--- src/design/dfpc_pkg.sv ---
// ----------------------------------------------------------------------------
// dfpc_pkg
// Shared constants, tables and helper functions for the digit format
// preserving cipher core.
// ----------------------------------------------------------------------------
package dfpc_pkg;

  // Default values of the top level parameters.
  localparam int NUM_ROUNDS_DEF      = 10;
  localparam int MIN_DIGITS_DEF      = 2;
  localparam int MAX_DIGITS_DEF      = 18;
  localparam int MIN_TWEAK_BYTES_DEF = 0;
  localparam int MAX_TWEAK_BYTES_DEF = 11;

  // Field widths.
  localparam int HALF_W  = 30;
  localparam int KEY_W   = 64;
  localparam int Y_W     = 64;

  // Configuration register indexes.
  localparam logic [2:0] REG_KEY_WORD_0 = 3'd0;
  localparam logic [2:0] REG_KEY_WORD_1 = 3'd1;
  localparam logic [2:0] REG_KEY_WORD_2 = 3'd2;
  localparam logic [2:0] REG_KEY_WORD_3 = 3'd3;
  localparam logic [2:0] REG_KEY_MODE   = 3'd4;

  // Key size codes.
  localparam logic [1:0] KEY_MODE_128 = 2'd0;
  localparam logic [1:0] KEY_MODE_192 = 2'd1;
  localparam logic [1:0] KEY_MODE_256 = 2'd2;

  // Result status codes.
  localparam logic [1:0] ST_OK        = 2'd0;
  localparam logic [1:0] ST_BAD_COUNT = 2'd1;
  localparam logic [1:0] ST_BAD_HALF  = 2'd2;
  localparam logic [1:0] ST_BAD_TWEAK = 2'd3;

  // Bytes of the fixed length block that change per request are filled in
  // by the core; the rest are these constants or zero (byte 0 first).
  localparam logic [7:0] FIX_B0 = 8'h01;
  localparam logic [7:0] FIX_B1 = 8'h02;
  localparam logic [7:0] FIX_B2 = 8'h01;
  localparam logic [7:0] FIX_B3 = 8'h0a;
  localparam logic [7:0] FIX_B6 = 8'h0a;

  // Number of round key rows for the largest key.
  localparam int RK_ROWS = 15;

  localparam logic [7:0] SBOX [256] = '{
    8'h63,8'h7c,8'h77,8'h7b,8'hf2,8'h6b,8'h6f,8'hc5,8'h30,8'h01,8'h67,8'h2b,8'hfe,8'hd7,8'hab,8'h76,
    8'hca,8'h82,8'hc9,8'h7d,8'hfa,8'h59,8'h47,8'hf0,8'had,8'hd4,8'ha2,8'haf,8'h9c,8'ha4,8'h72,8'hc0,
    8'hb7,8'hfd,8'h93,8'h26,8'h36,8'h3f,8'hf7,8'hcc,8'h34,8'ha5,8'he5,8'hf1,8'h71,8'hd8,8'h31,8'h15,
    8'h04,8'hc7,8'h23,8'hc3,8'h18,8'h96,8'h05,8'h9a,8'h07,8'h12,8'h80,8'he2,8'heb,8'h27,8'hb2,8'h75,
    8'h09,8'h83,8'h2c,8'h1a,8'h1b,8'h6e,8'h5a,8'ha0,8'h52,8'h3b,8'hd6,8'hb3,8'h29,8'he3,8'h2f,8'h84,
    8'h53,8'hd1,8'h00,8'hed,8'h20,8'hfc,8'hb1,8'h5b,8'h6a,8'hcb,8'hbe,8'h39,8'h4a,8'h4c,8'h58,8'hcf,
    8'hd0,8'hef,8'haa,8'hfb,8'h43,8'h4d,8'h33,8'h85,8'h45,8'hf9,8'h02,8'h7f,8'h50,8'h3c,8'h9f,8'ha8,
    8'h51,8'ha3,8'h40,8'h8f,8'h92,8'h9d,8'h38,8'hf5,8'hbc,8'hb6,8'hda,8'h21,8'h10,8'hff,8'hf3,8'hd2,
    8'hcd,8'h0c,8'h13,8'hec,8'h5f,8'h97,8'h44,8'h17,8'hc4,8'ha7,8'h7e,8'h3d,8'h64,8'h5d,8'h19,8'h73,
    8'h60,8'h81,8'h4f,8'hdc,8'h22,8'h2a,8'h90,8'h88,8'h46,8'hee,8'hb8,8'h14,8'hde,8'h5e,8'h0b,8'hdb,
    8'he0,8'h32,8'h3a,8'h0a,8'h49,8'h06,8'h24,8'h5c,8'hc2,8'hd3,8'hac,8'h62,8'h91,8'h95,8'he4,8'h79,
    8'he7,8'hc8,8'h37,8'h6d,8'h8d,8'hd5,8'h4e,8'ha9,8'h6c,8'h56,8'hf4,8'hea,8'h65,8'h7a,8'hae,8'h08,
    8'hba,8'h78,8'h25,8'h2e,8'h1c,8'ha6,8'hb4,8'hc6,8'he8,8'hdd,8'h74,8'h1f,8'h4b,8'hbd,8'h8b,8'h8a,
    8'h70,8'h3e,8'hb5,8'h66,8'h48,8'h03,8'hf6,8'h0e,8'h61,8'h35,8'h57,8'hb9,8'h86,8'hc1,8'h1d,8'h9e,
    8'he1,8'hf8,8'h98,8'h11,8'h69,8'hd9,8'h8e,8'h94,8'h9b,8'h1e,8'h87,8'he9,8'hce,8'h55,8'h28,8'hdf,
    8'h8c,8'ha1,8'h89,8'h0d,8'hbf,8'he6,8'h42,8'h68,8'h41,8'h99,8'h2d,8'h0f,8'hb0,8'h54,8'hbb,8'h16
  };

  // Multiply by x in GF(2^8).
  function automatic logic [7:0] xt(input logic [7:0] a);
    xt = {a[6:0], 1'b0} ^ (a[7] ? 8'h1b : 8'h00);
  endfunction

  // Substitute the four bytes of a word.
  function automatic logic [31:0] subword(input logic [31:0] w);
    subword = {SBOX[w[31:24]], SBOX[w[23:16]], SBOX[w[15:8]], SBOX[w[7:0]]};
  endfunction

  // Ten to the power d, held at 10^9 for larger d.
  function automatic logic [HALF_W-1:0] pow10(input logic [4:0] d);
    case (d)
      5'd0:    pow10 = 30'd1;
      5'd1:    pow10 = 30'd10;
      5'd2:    pow10 = 30'd100;
      5'd3:    pow10 = 30'd1000;
      5'd4:    pow10 = 30'd10000;
      5'd5:    pow10 = 30'd100000;
      5'd6:    pow10 = 30'd1000000;
      5'd7:    pow10 = 30'd10000000;
      5'd8:    pow10 = 30'd100000000;
      default: pow10 = 30'd1000000000;
    endcase
  endfunction

endpackage

--- src/design/dfpc_mod.sv ---
// ----------------------------------------------------------------------------
// dfpc_mod
// Bit-serial remainder of a 64-bit value by a modulus of up to 30 bits,
// one restoring step per cycle.
// ----------------------------------------------------------------------------
module dfpc_mod (
  input  logic                        clk,
  input  logic                        rst_n,
  input  logic                        start,
  input  logic [dfpc_pkg::Y_W-1:0]    dividend,
  input  logic [dfpc_pkg::HALF_W-1:0] modulus,
  output logic                        done,
  output logic [dfpc_pkg::HALF_W-1:0] remainder
);

  logic                        busy_r;
  logic [5:0]                  cnt_r;
  logic [dfpc_pkg::Y_W-1:0]    y_r;
  logic [dfpc_pkg::HALF_W-1:0] m_r;
  logic [dfpc_pkg::HALF_W-1:0] rem_r;
  logic                        done_r;
  logic [dfpc_pkg::HALF_W:0]   trial;
  logic [dfpc_pkg::HALF_W:0]   diff;
  logic [dfpc_pkg::HALF_W-1:0] rem_nxt;

  // One restoring step: shift in the next dividend bit, subtract if it fits.
  always_comb begin
    trial = {rem_r, y_r[dfpc_pkg::Y_W-1]};
    diff  = trial - {1'b0, m_r};
    if (trial >= {1'b0, m_r}) begin
      rem_nxt = diff[dfpc_pkg::HALF_W-1:0];
    end else begin
      rem_nxt = trial[dfpc_pkg::HALF_W-1:0];
    end
  end

  // Step counter and datapath.
  always_ff @(posedge clk) begin
    if (!rst_n) begin
      busy_r <= 1'b0;
      done_r <= 1'b0;
      cnt_r  <= '0;
    end else begin
      done_r <= 1'b0;
      if (start) begin
        busy_r <= 1'b1;
        cnt_r  <= '0;
        y_r    <= dividend;
        m_r    <= modulus;
        rem_r  <= '0;
      end else if (busy_r) begin
        rem_r <= rem_nxt;
        y_r   <= {y_r[dfpc_pkg::Y_W-2:0], 1'b0};
        cnt_r <= cnt_r + 6'd1;
        if (cnt_r == 6'd63) begin
          busy_r <= 1'b0;
          done_r <= 1'b1;
        end
      end
    end
  end

  assign done      = done_r;
  assign remainder = rem_r;

endmodule

--- config.mk ---
export PLATFORM = sky130hd
export DESIGN_NAME = dfpc_mod
export DESIGN_NICKNAME = d
export VERILOG_FILES = /design/src/design/dfpc_pkg.sv /design/src/design/dfpc_mod.sv
export SDC_FILE = /design/constraint.sdc
export NUM_CORES = 1
export LEC_CHECK = 0
export ABC_AREA = 1
export BUFFER_PORTS_ARGS = -buffer_cell sky130_fd_sc_hd__buf_4
export CAP_MARGIN = 5
export CORE_MARGIN = 3
export CORE_UTILIZATION = 49
export DETAILED_ROUTE_END_ITERATION = 16
export PLACE_DENSITY = 0.75
export SLEW_MARGIN = 20
export SYNTH_ARGS = -nofsm -noshare
export SYNTH_HDL_FRONTEND = slang
export SYNTH_SLANG_ARGS = --single-unit
export TNS_END_PERCENT = 5
--- constraint.sdc ---
create_clock -name clk -period 3.3 [get_ports clk]
set_clock_uncertainty 0.05 [all_clocks]
set_input_delay 0.33 -clock clk [delete_from_list [all_inputs] [get_ports clk]]
set_output_delay 0.33 -clock clk [all_outputs]
set_load 0.02 [all_outputs]
==> results.json, run 1 <==
{
  "crit_top_cell": "nor2_1",
  "antenna_found_initial": 0,
  "final_cells": 1405,
  "insertion_delay_ps": 430,
  "cp.required_ps": 3420,
  "cts_resized": 0,
  "wl_per_cell_um": 14.08,
  "grt_pass1_wl_um": 32180,
  "ios": 128,
  "synthArstFlopShare_pct": 0,
  "n_fill_cell": 1520,
  "layout-drive-gt1-share_pct": 16.99,
  "fin_crit_sh_pct": 80.00,
  "finalHoldViolations": 0,
  "grt_max_degree": 63,
  "rsz0062_at_grt": "false",
  "yosys_warnings": 0,
  "final_nets": 1305,
  "dr.pass1.iters": 6,
  "switching_share_pct": 34.13,
  "vias_per_cell": 4.856,
  "cap_violations": 0,
  "syn_to_final_growth_pct": 21.32,
  "slowest_stage": "nor2b_4",
  "avgSynthCellArea_sq_um": 7.720,
  "final_cell_mix": "455 x nand2_1, 157 x inv_1, 133 x buf_4",
  "path_max_fanout": 33,
  "cp-start-kind": "register",
  "p_per_area_mw_per_mm2": 557.8,
  "drtAntennaViolNets": 0,
  "synth_cells": 1046,
  "hold_buffers": 0,
  "cts_tree": "built",
  "dp.cells": 1373,
  "cts.sinks": 132,
  "whs_ps": 22.56,
  "drv_slew": 0,
  "multi_input_area_sq_mm": 0.003462,
  "final_util_pct": 61.23,
  "ys_ff_latch": 132,
  "die_y_um": 134.4,
  "final.setup.worst_slack_ps": 660.1,
  "power.leakage_nw": 4.994,
  "critPathBufInv": 1,
  "comb_power_share_pct": 28.2,
  "power.switching_mw": 1.865,
  "cts_root_buf": "clkbuf_16",
  "row_count": 46,
  "finalSetupTns_ps": 0,
  "seq_area_frac_synth_pct": 48.09,
  "use_met3_pct": 6.639,
  "synth_edf_count": 124,
  "path_class": "register to register",
  "grt_overflow": 0,
  "setup_violations": 0,
  "antenna_cells": 0,
  "grt_pass1_vias": 6525,
  "crit_chain": "ha_1 -> nand2_1 -> inv_1 -> a21oi_1 -> o21ai_2 -> nor2b_4 -> nand2_8 -> nor2_1 -> nor2_1",
  "drc": 0,
  "initial_core_util_pct": 50.47,
  "busiest_layer": "met2",
  "routed_wl_um": 19790,
  "die_x_um": 134.4,
  "grtUsageMet2_pct": 37.49,
  "drtIter0Drc": 533,
  "p_seq_share_pct": 38.7,
  "reg2reg_slack_ps": 660,
  "dp_hpwl_um": 14610,
  "cts-buffers-inserted": 17,
  "grtUsageMet1_pct": 29.45,
  "p_int_mw": 3.600,
  "post_cts_buffers": 0,
  "hold_class": "input port to register",
  "tightest_slew_ps": 590.2,
  "ir_drop_uv": 392.3,
  "critPathArrivalTime_ps": 2760,
  "syn-num-nets": 1175,
  "cp_top_family": "simple AND/OR/NAND/NOR gates",
  "cp-end-kind": "register",
  "place.gp.congestion": 0.9368,
  "final_common_cell": "nand2_1",
  "max_clock_freq_ghz": 0.3788,
  "die-area_sq_mm": 0.01806,
  "clk_pin_slew_ps": 70,
  "min_period_ps": 2640,
  "gr-usage-all-layers_pct": 22.78,
  "core_area_sq_mm": 0.01600,
  "portBuffers": 127,
  "cts_buffer_depth": 2,
  "yosys_most_used_dff": "edfxtp_1",
  "clockPowerShare_pct": 33.1,
  "dpl_worst_slack_ps": 731.6,
  "cpPeakStageDelay_ps": 480,
  "regArea_sq_mm": 0.003884,
  "status": "complete, no violations",
  "htreeDepth": 4,
  "slew_headroom_pct": 60.65,
  "synth_area_sq_mm": 0.008075,
  "synth.distinct_cells": 39,
  "vias": 6823
}
power by group through the flow:
stage               Clock [mW]  Combinational [mW]  Sequential (mW)
floorplan                    0                1.02             2.21
global placement             0                1.51             2.15
detailed placement           0                1.52             2.15
CTS                       1.85                1.54             2.12
global route              1.93                1.74             2.13
finish                    1.81                1.54             2.12
cell families (layout without fill, tap and decap cells):
group           count (synthesis)  after routing  share of synthesized area [%]
buf+inv                       182            325                          9.126
flops                         132            132                          48.09
xor+xnor                       16             16                          1.735
simple gates                  650            650                          33.70
compound gates                 34             34                          2.293
fa+ha+maj                      32             32                          5.051
sequential cells by signal, indices dropped and copies added (netlist names):
register,cells
busy_r,1
cnt_r,6
done,1
m_r,30
remainder,30
y_r,64
path summary, 6_finish.rpt:
path / start / end / cells past startpoint
max: remainder[25] / remainder[11] / 9
min: modulus[28] / m_r[28] / 1
max reg2reg: remainder[25] / remainder[11] / 9
min reg2reg: cnt_r[4] / cnt_r[4] / 1
final cells by class:
| cell class | instances | share of cell area (%) |
|---|---|---|
| Clock buffer | 17 | 4.342 |
| Clock inverter | 15 | 1.430 |
| Inverter | 159 | 6.092 |
| Multi-Input combinational cell | 732 | 35.34 |
| Sequential cell | 132 | 39.64 |
| Tap cell | 216 | 2.759 |
| Timing Repair Buffer | 134 | 10.40 |
metrics by stage:
| step | instance area (sq um) | total power, mW |
|---|---|---|
| 6_report | 9797 | 5.464 |
| 5_1_grt | 9797 | 5.800 |
| 4_1_cts | 9797 | 5.502 |
| 3_5_place_dp | 9231 | 3.676 |
| 3_3_place_gp | 9231 | 3.656 |
| 2_1_floorplan | 8075 | 3.232 |
routing by layer:
layer / vias to the layer above / part of all wire [%]
li1: 3517 / -
met1: 3056 / 42
met2: 224 / 48
met3: 26 / 8.1
met4: 0 / 1.7
met5: - / 0
cell usage after synthesis (2+ instances only):
cell type    n  area, sq um
xnor2_1     14        122.6
nor2_4       3        33.78
nand3b_1     3        22.52
clkbuf_1     9        33.78
nand2_1    456         1712
o21ai_0      5        25.02
nor3_1       8        40.04
nand3_2     10        100.1
edfxtp_1   124         3724
o21bai_1     4        30.03
inv_1      158        593.1
xor2_1       2        17.52
nand2_2      8        50.05
buf_4        2        15.01
buf_6        6        67.56
nor2_1      95        356.6
nand3_1     35        175.2
and2_1       6        37.54
nand4_1     10        62.56
a21oi_1     23        115.1
buf_1        5        18.77
nor2_2       6        37.54
dfxtp_1      8        160.2
ha_1        31        387.9
Power figures use the tool's default switching activity.
==> run 2, diff against run 1 <==
Settings changed: ABC_AREA 1 to 0, PLACE_DENSITY 0.75 to 0.76.
Clock period 3.3 ns to 2.2 ns, I/O delays scaled along.
==> results.json, run 2 <==
{
  "status": "finished with violations",
  "violations": "negative setup slack",
  "reg2reg_depth": 9,
  "gr-usage-all-layers_pct": 22.68,
  "synthMostInstantiatedCell": "edfxtp_1",
  "vias_per_cell": 5.367,
  "p_per_area_mw_per_mm2": 799.4,
  "grt_pass1_wl_um": 29100,
  "met1_length_um": 6999,
  "place.gp.congestion": 0.9277,
  "p_int_mw": 5.925,
  "finalHoldViolations": 0,
  "synth_area_sq_mm": 0.007066,
  "fin_crit_sh_pct": 124.2,
  "clk_pin_slew_ps": 60,
  "synth.distinct_cells": 59,
  "yosys_most_used_dff": "edfxtp_1",
  "switching_share_pct": 29.09,
  "synth_top_area_share_pct": 52.70,
  "routed_wl_um": 17840,
  "final_cell_mix": "257 x buf_4, 124 x edfxtp_1, 63 x mux2_2",
  "drtAntennaViolNets": 0,
  "netlist_top_cells_area": "edfxtp_1 53%, mux2_2 10%, ha_1 5.5%, a21oi_1 2.8%, dfxtp_1 2.3%",
  "wl_per_cell_um": 16.83,
  "insertion_delay_ps": 430,
  "power.leakage_nw": 4.439,
  "hold_class": "input port to register",
  "die_x_um": 126.1,
  "avgSynthCellArea_sq_um": 12.33,
  "highest_layer": "met4",
  "path_max_fanout": 5,
  "max_clock_freq_ghz": 0.3659,
  "largest_register_ffs": 64,
  "ir_drop_uv": 622.5,
  "synthArstFlopShare_pct": 0,
  "seq_area_frac_synth_pct": 54.97,
  "synth_top_family_by_area": "multiplexers",
  "comb_power_share_pct": 30.2,
  "dr.pass1.iters": 6,
  "critPathArrivalTime_ps": 2850,
  "core_area_sq_mm": 0.01399,
  "htreeDepth": 4,
  "row_count": 43,
  "power.switching_mw": 2.431,
  "cts_buffer_depth": 2,
  "yosysTopAreaCell": "edfxtp_1",
  "final_area_sq_mm": 0.01045,
  "rsz0062_at_grt": "true",
  "yosys_warnings": 0,
  "synth_edf_count": 124,
  "grt_max_degree": 68,
  "final.setup.worst_slack_ps": -533.4,
  "grt_overflow": 0,
  "clockPowerShare_pct": 32.9,
  "regMostFlops": "y_r",
  "path_class": "register to register",
  "min_period_ps": 2733,
  "cts_tree": "built",
  "dp_hpwl_um": 12240,
  "ys_ff_latch": 132,
  "muxShareOfSynthArea_pct": 12.17,
  "final_util_pct": 74.72,
  "synthXorXnorAreaFrac_pct": 3.099,
  "drtIter0Drc": 374,
  "synth_cells": 573,
  "synth_compound_area_share_pct": 10.75,
  "drc": 0,
  "cts-buffers-inserted": 17,
  "vias": 5689,
  "cap_violations": 0,
  "final_nets": 996,
  "layout-drive-gt1-share_pct": 46.59,
  "die_y_um": 126.1,
  "cp-start-kind": "register",
  "portBuffers": 127,
  "dr_wl_met3_um": 1399,
  "holdPathStages": 2,
  "initial_core_util_pct": 50.51,
  "p_seq_share_pct": 36.9,
  "antenna_cells": 0,
  "cts_root_buf": "clkbuf_16",
  "yosys-top-cells-count": "124 x edfxtp_1, 63 x mux2_2, 39 x a21oi_1",
  "setup_violations": 30,
  "grt_pass1_vias": 6130,
  "die-area_sq_mm": 0.01590,
  "ios": 128,
  "place_area_sq_mm": 0.009230,
  "syn-num-nets": 702,
  "tightest_slew_ps": 431.0,
  "syn_to_final_growth_pct": 47.94,
  "slew_headroom_pct": 71.27,
  "cp-end-kind": "register",
  "antenna_found_initial": 0,
  "synth_fa_ha_area_share_pct": 5.773,
  "drv_slew": 0,
  "cts.sinks": 132,
  "cp.required_ps": 2320,
  "route.met2.wl_um": 9061,
  "final_common_cell": "buf_4",
  "yosys.area_share.simple_pct": 9.828
}
run 2: changes by cell type after synthesis, moves of 16 or more:
cell / previous run / this run
inv_1: 158 / 37
nand2_1: 456 / 34
mux2_2: 0 / 63
nand3_1: 35 / 8
nor2_1: 95 / 38
a21oi_1: 23 / 39
run 2: metrics by stage:
| step | TNS, ps | total power, mW | cells | setup WS (ps) | hold WS (ps) |
|---|---|---|---|---|---|
| after floorplan | -13360 | 4.386 | 573 | -528.2 | 268.9 |
| after global placement | -11830 | 5.238 | 989 | -497.2 | 347.9 |
| after detailed placement | -13440 | 5.316 | 989 | -547.3 | 349.7 |
| after CTS | -12840 | 8.340 | 1059 | -474.2 | 8.872 |
| after global routing | -17240 | 8.731 | 1060 | -681.1 | 28.36 |
| final | -14100 | 8.356 | 1060 | -533.4 | 39.99 |
run 2: what timing repair did:
action | CTS | global route
pin swaps | 18 | 9
endpoints found under the setup margin | 30 | 30
endpoints found under the hold margin | 30 | 0
resized for setup | 29 | 15
hold buffers | 30 | 0
cloned | 2 | 0
buffers inserted | 7 | 1
run 2: power by group through the flow:
stage	logic (mW)	registers [mW]	clock network, mW
floorplan	1.19	3.19	0
global placement	2.12	3.12	0
detailed placement	2.19	3.12	0
CTS	2.45	3.08	2.81
global route	2.73	3.10	2.90
finish	2.53	3.08	2.75
run 2: critical path: stages (launching register included):
cell and delay, ps:
edfxtp_1 450, ha_4 330, nand4_1 140, or3_4 370, o211ai_4 220, and3_4 250, o22a_4 240, buf_16 150
mux2i_1 210, nor2_1 60
run 2: kinds of logic after synthesis:
kind of cell | Yosys count
simple gates | 138
flops | 132
compound gates | 111
mux | 78
buf+inv | 57
fa+ha+maj | 32
xor+xnor | 25
run 2: layer usage:
layer	vias up	GRT usage (%)
li1	2732	-
met1	2734	26.28
met2	187	38.97
met3	36	8.227
met4	0	7.760
met5	-	0
run 2: path summary, 6_finish.rpt:
check                    start      endpoint  slack [ps]
setup / recovery  remainder[8]  remainder[2]        -530
hold / removal     dividend[0]        y_r[0]          40
setup reg to reg  remainder[8]  remainder[2]        -530
hold reg to reg       cnt_r[4]          done         460
run 2: area by class of cell:
| type | instances | area (sq um) |
|---|---|---|
| inverter | 37 | 138.9 |
| clock inverter | 15 | 145.1 |
| fill | 917 | 3536 |
| clock buffer | 17 | 425.4 |
| tap | 180 | 225.2 |
| sequential | 132 | 3884 |
| timing repair buffer | 295 | 2387 |
| multi-input combinational | 384 | 3247 |
==> run 3, diff against run 2 <==
Settings changed: PLACE_DENSITY 0.76 to 0.74.
Clock period 2.2 ns to 2.8 ns, I/O delays scaled along.
==> results.json, run 3 (same netlist as run 2, synthesis figures left out) <==
{
  "final_nets": 894,
  "die-area_sq_mm": 0.01590,
  "drc": 0,
  "hold_class": "input port to register",
  "finalHoldViolations": 0,
  "final_common_cell": "buf_4",
  "cap_violations": 0,
  "clk_pin_slew_ps": 60,
  "antenna_cells": 0,
  "cts_tree": "built",
  "setup_violations": 0,
  "routed_wl_um": 16180,
  "portBuffers": 127,
  "syn_to_final_growth_pct": 33.54,
  "final_cells": 958,
  "grt_pass1_wl_um": 26480,
  "post_cts_buffers": 0,
  "final_area_sq_mm": 0.009435,
  "grt_overflow": 0,
  "htreeDepth": 4,
  "drv_slew": 0,
  "final_cell_mix": "160 x buf_4, 124 x edfxtp_1, 63 x mux2_2",
  "min_to": "y_r[63]",
  "vias_per_cell": 5.446,
  "dr.pass1.iters": 5,
  "cts_buffer_depth": 2,
  "cpPeakStageDelay_ps": 440,
  "whs_ps": 110.1,
  "p_per_area_mw_per_mm2": 636.7,
  "slew_headroom_pct": 65.56,
  "max_clock_freq_ghz": 0.3663,
  "die_x_um": 126.1,
  "drtAntennaViolNets": 0,
  "ios": 128,
  "dp.cells": 896,
  "cts.sinks": 132,
  "ir_drop_uv": 533.2,
  "initial_core_util_pct": 50.51,
  "r2r_end": "remainder[29]",
  "cts-buffers-inserted": 17,
  "total_power_mw": 6.007,
  "fin_crit_sh_pct": 97.50,
  "cp_top_family": "compound AO/OA/AOI/OAI gates",
  "dpl_worst_slack_ps": -77.14,
  "largest_register_ffs": 64,
  "holdPathStages": 2,
  "cp.required_ps": 2900,
  "reg2reg_depth": 9,
  "rsz0062_at_grt": "true",
  "cts_root_buf": "clkbuf_16",
  "regMostFlops": "y_r",
  "die_y_um": 126.1,
  "critPathArrivalTime_ps": 2830,
  "tightest_slew_ps": 516.6,
  "dp_hpwl_um": 11190,
  "drtIter0Drc": 296,
  "final.setup.worst_slack_ps": 70.05,
  "core_area_sq_mm": 0.01399,
  "place_area_sq_mm": 0.008432,
  "critPathBufInv": 0,
  "cp-end-kind": "register",
  "path_max_fanout": 5,
  "slowest_stage": "edfxtp_1",
  "min_from": "dividend[63]",
  "gr-usage-all-layers_pct": 20.67,
  "grt_max_degree": 96,
  "path_class": "register to register",
  "layout-drive-gt1-share_pct": 37.92,
  "place.gp.congestion": 0.9243,
  "grt_pass1_vias": 5526,
  "status": "complete, no violations",
  "insertion_delay_ps": 420,
  "min_period_ps": 2730,
  "r2r-start": "remainder[8]",
  "antenna_found_initial": 0,
  "wl_per_cell_um": 16.89,
  "row_count": 43,
  "cp-start-kind": "register",
  "vias": 5217,
  "power.leakage_nw": 3.866,
  "n_fill_cell": 1036,
  "crit_chain": "ha_4 -> o21ai_0 -> nor2_1 -> o31ai_2 -> o211ai_2 -> and3b_1 -> o211a_1 -> o31ai_1 -> a21oi_1",
  "reg2reg_slack_ps": 70
}
run 3: cell types whose count changed in the layout (fill, tap and decap cells not counted), moves of 2 or more:
cell / change
buf_12: -2
inv_8: -2
buf_4: -97
a21oi_2: -3
inv_1: +2
inv_2: -2
a21oi_1: +3
clkinvlp_4: +3
clkinv_2: +2
buf_16: -2
ha_2: +3
ha_4: -4
inv_6: -2
run 3: worst reg2reg max path: cells and delay by family, from the launching register on:
| family | cells | cell delay (ps) |
|---|---|---|
| flip-flops | 1 | 440 |
| adder cells (fa/ha/maj) | 1 | 300 |
| AO/OA/AOI/OAI | 6 | 1350 |
| AND/OR/NAND/NOR | 2 | 350 |
run 3: area by class of cell:
type | instances | area, sq um | area share (%)
Multi-Input combinational cell | 384 | 3102 | 32.87
Clock inverter | 15 | 107.6 | 1.140
Clock buffer | 17 | 425.4 | 4.509
Inverter | 37 | 138.9 | 1.472
Timing Repair Buffer | 193 | 1553 | 16.46
Sequential cell | 132 | 3884 | 41.16
Tap cell | 180 | 225.2 | 2.387
run 3: what timing repair did:
item,in CTS,in global routing
hold buffers,30,0
setup endpoints to repair,16,29
resized for setup,7,25
pin swaps,0,6
endpoints found under the hold margin,30,0
run 3: layer usage:
metal | track usage, % | part of all wire (%)
met5 | 0 | 0
met4 | 6.814 | 1.6
met3 | 7.634 | 7.6
met2 | 35.15 | 50
met1 | 24.33 | 41
run 3: how the worst max path moves through the flow:
stage,start,end,slack (ps),cells after the start
global placement,remainder[8],remainder[22],50,9
global route,remainder[8],remainder[29],-120,9
finish,remainder[8],remainder[29],70,9
CTS,remainder[3],remainder[22],7,9
floorplan,remainder[1],remainder[10],-30,11
detailed placement,remainder[8],remainder[22],-80,9
run 3: metrics by stage:
stage	TNS, ps	utilization, %
2_1_floorplan	-249.5	-
3_3_place_gp	0	60.28
3_5_place_dp	-148.1	60.28
4_1_cts	0	66.50
5_1_grt	-1492	67.45
6_report	0	67.45
run 3: where the power goes:
group / internal, mW / total, mW / switching (mW)
Clock: 1.13 / 2.03 / 0.894
Sequential: 2.36 / 2.43 / 0.0753
Combinational: 0.769 / 1.55 / 0.781
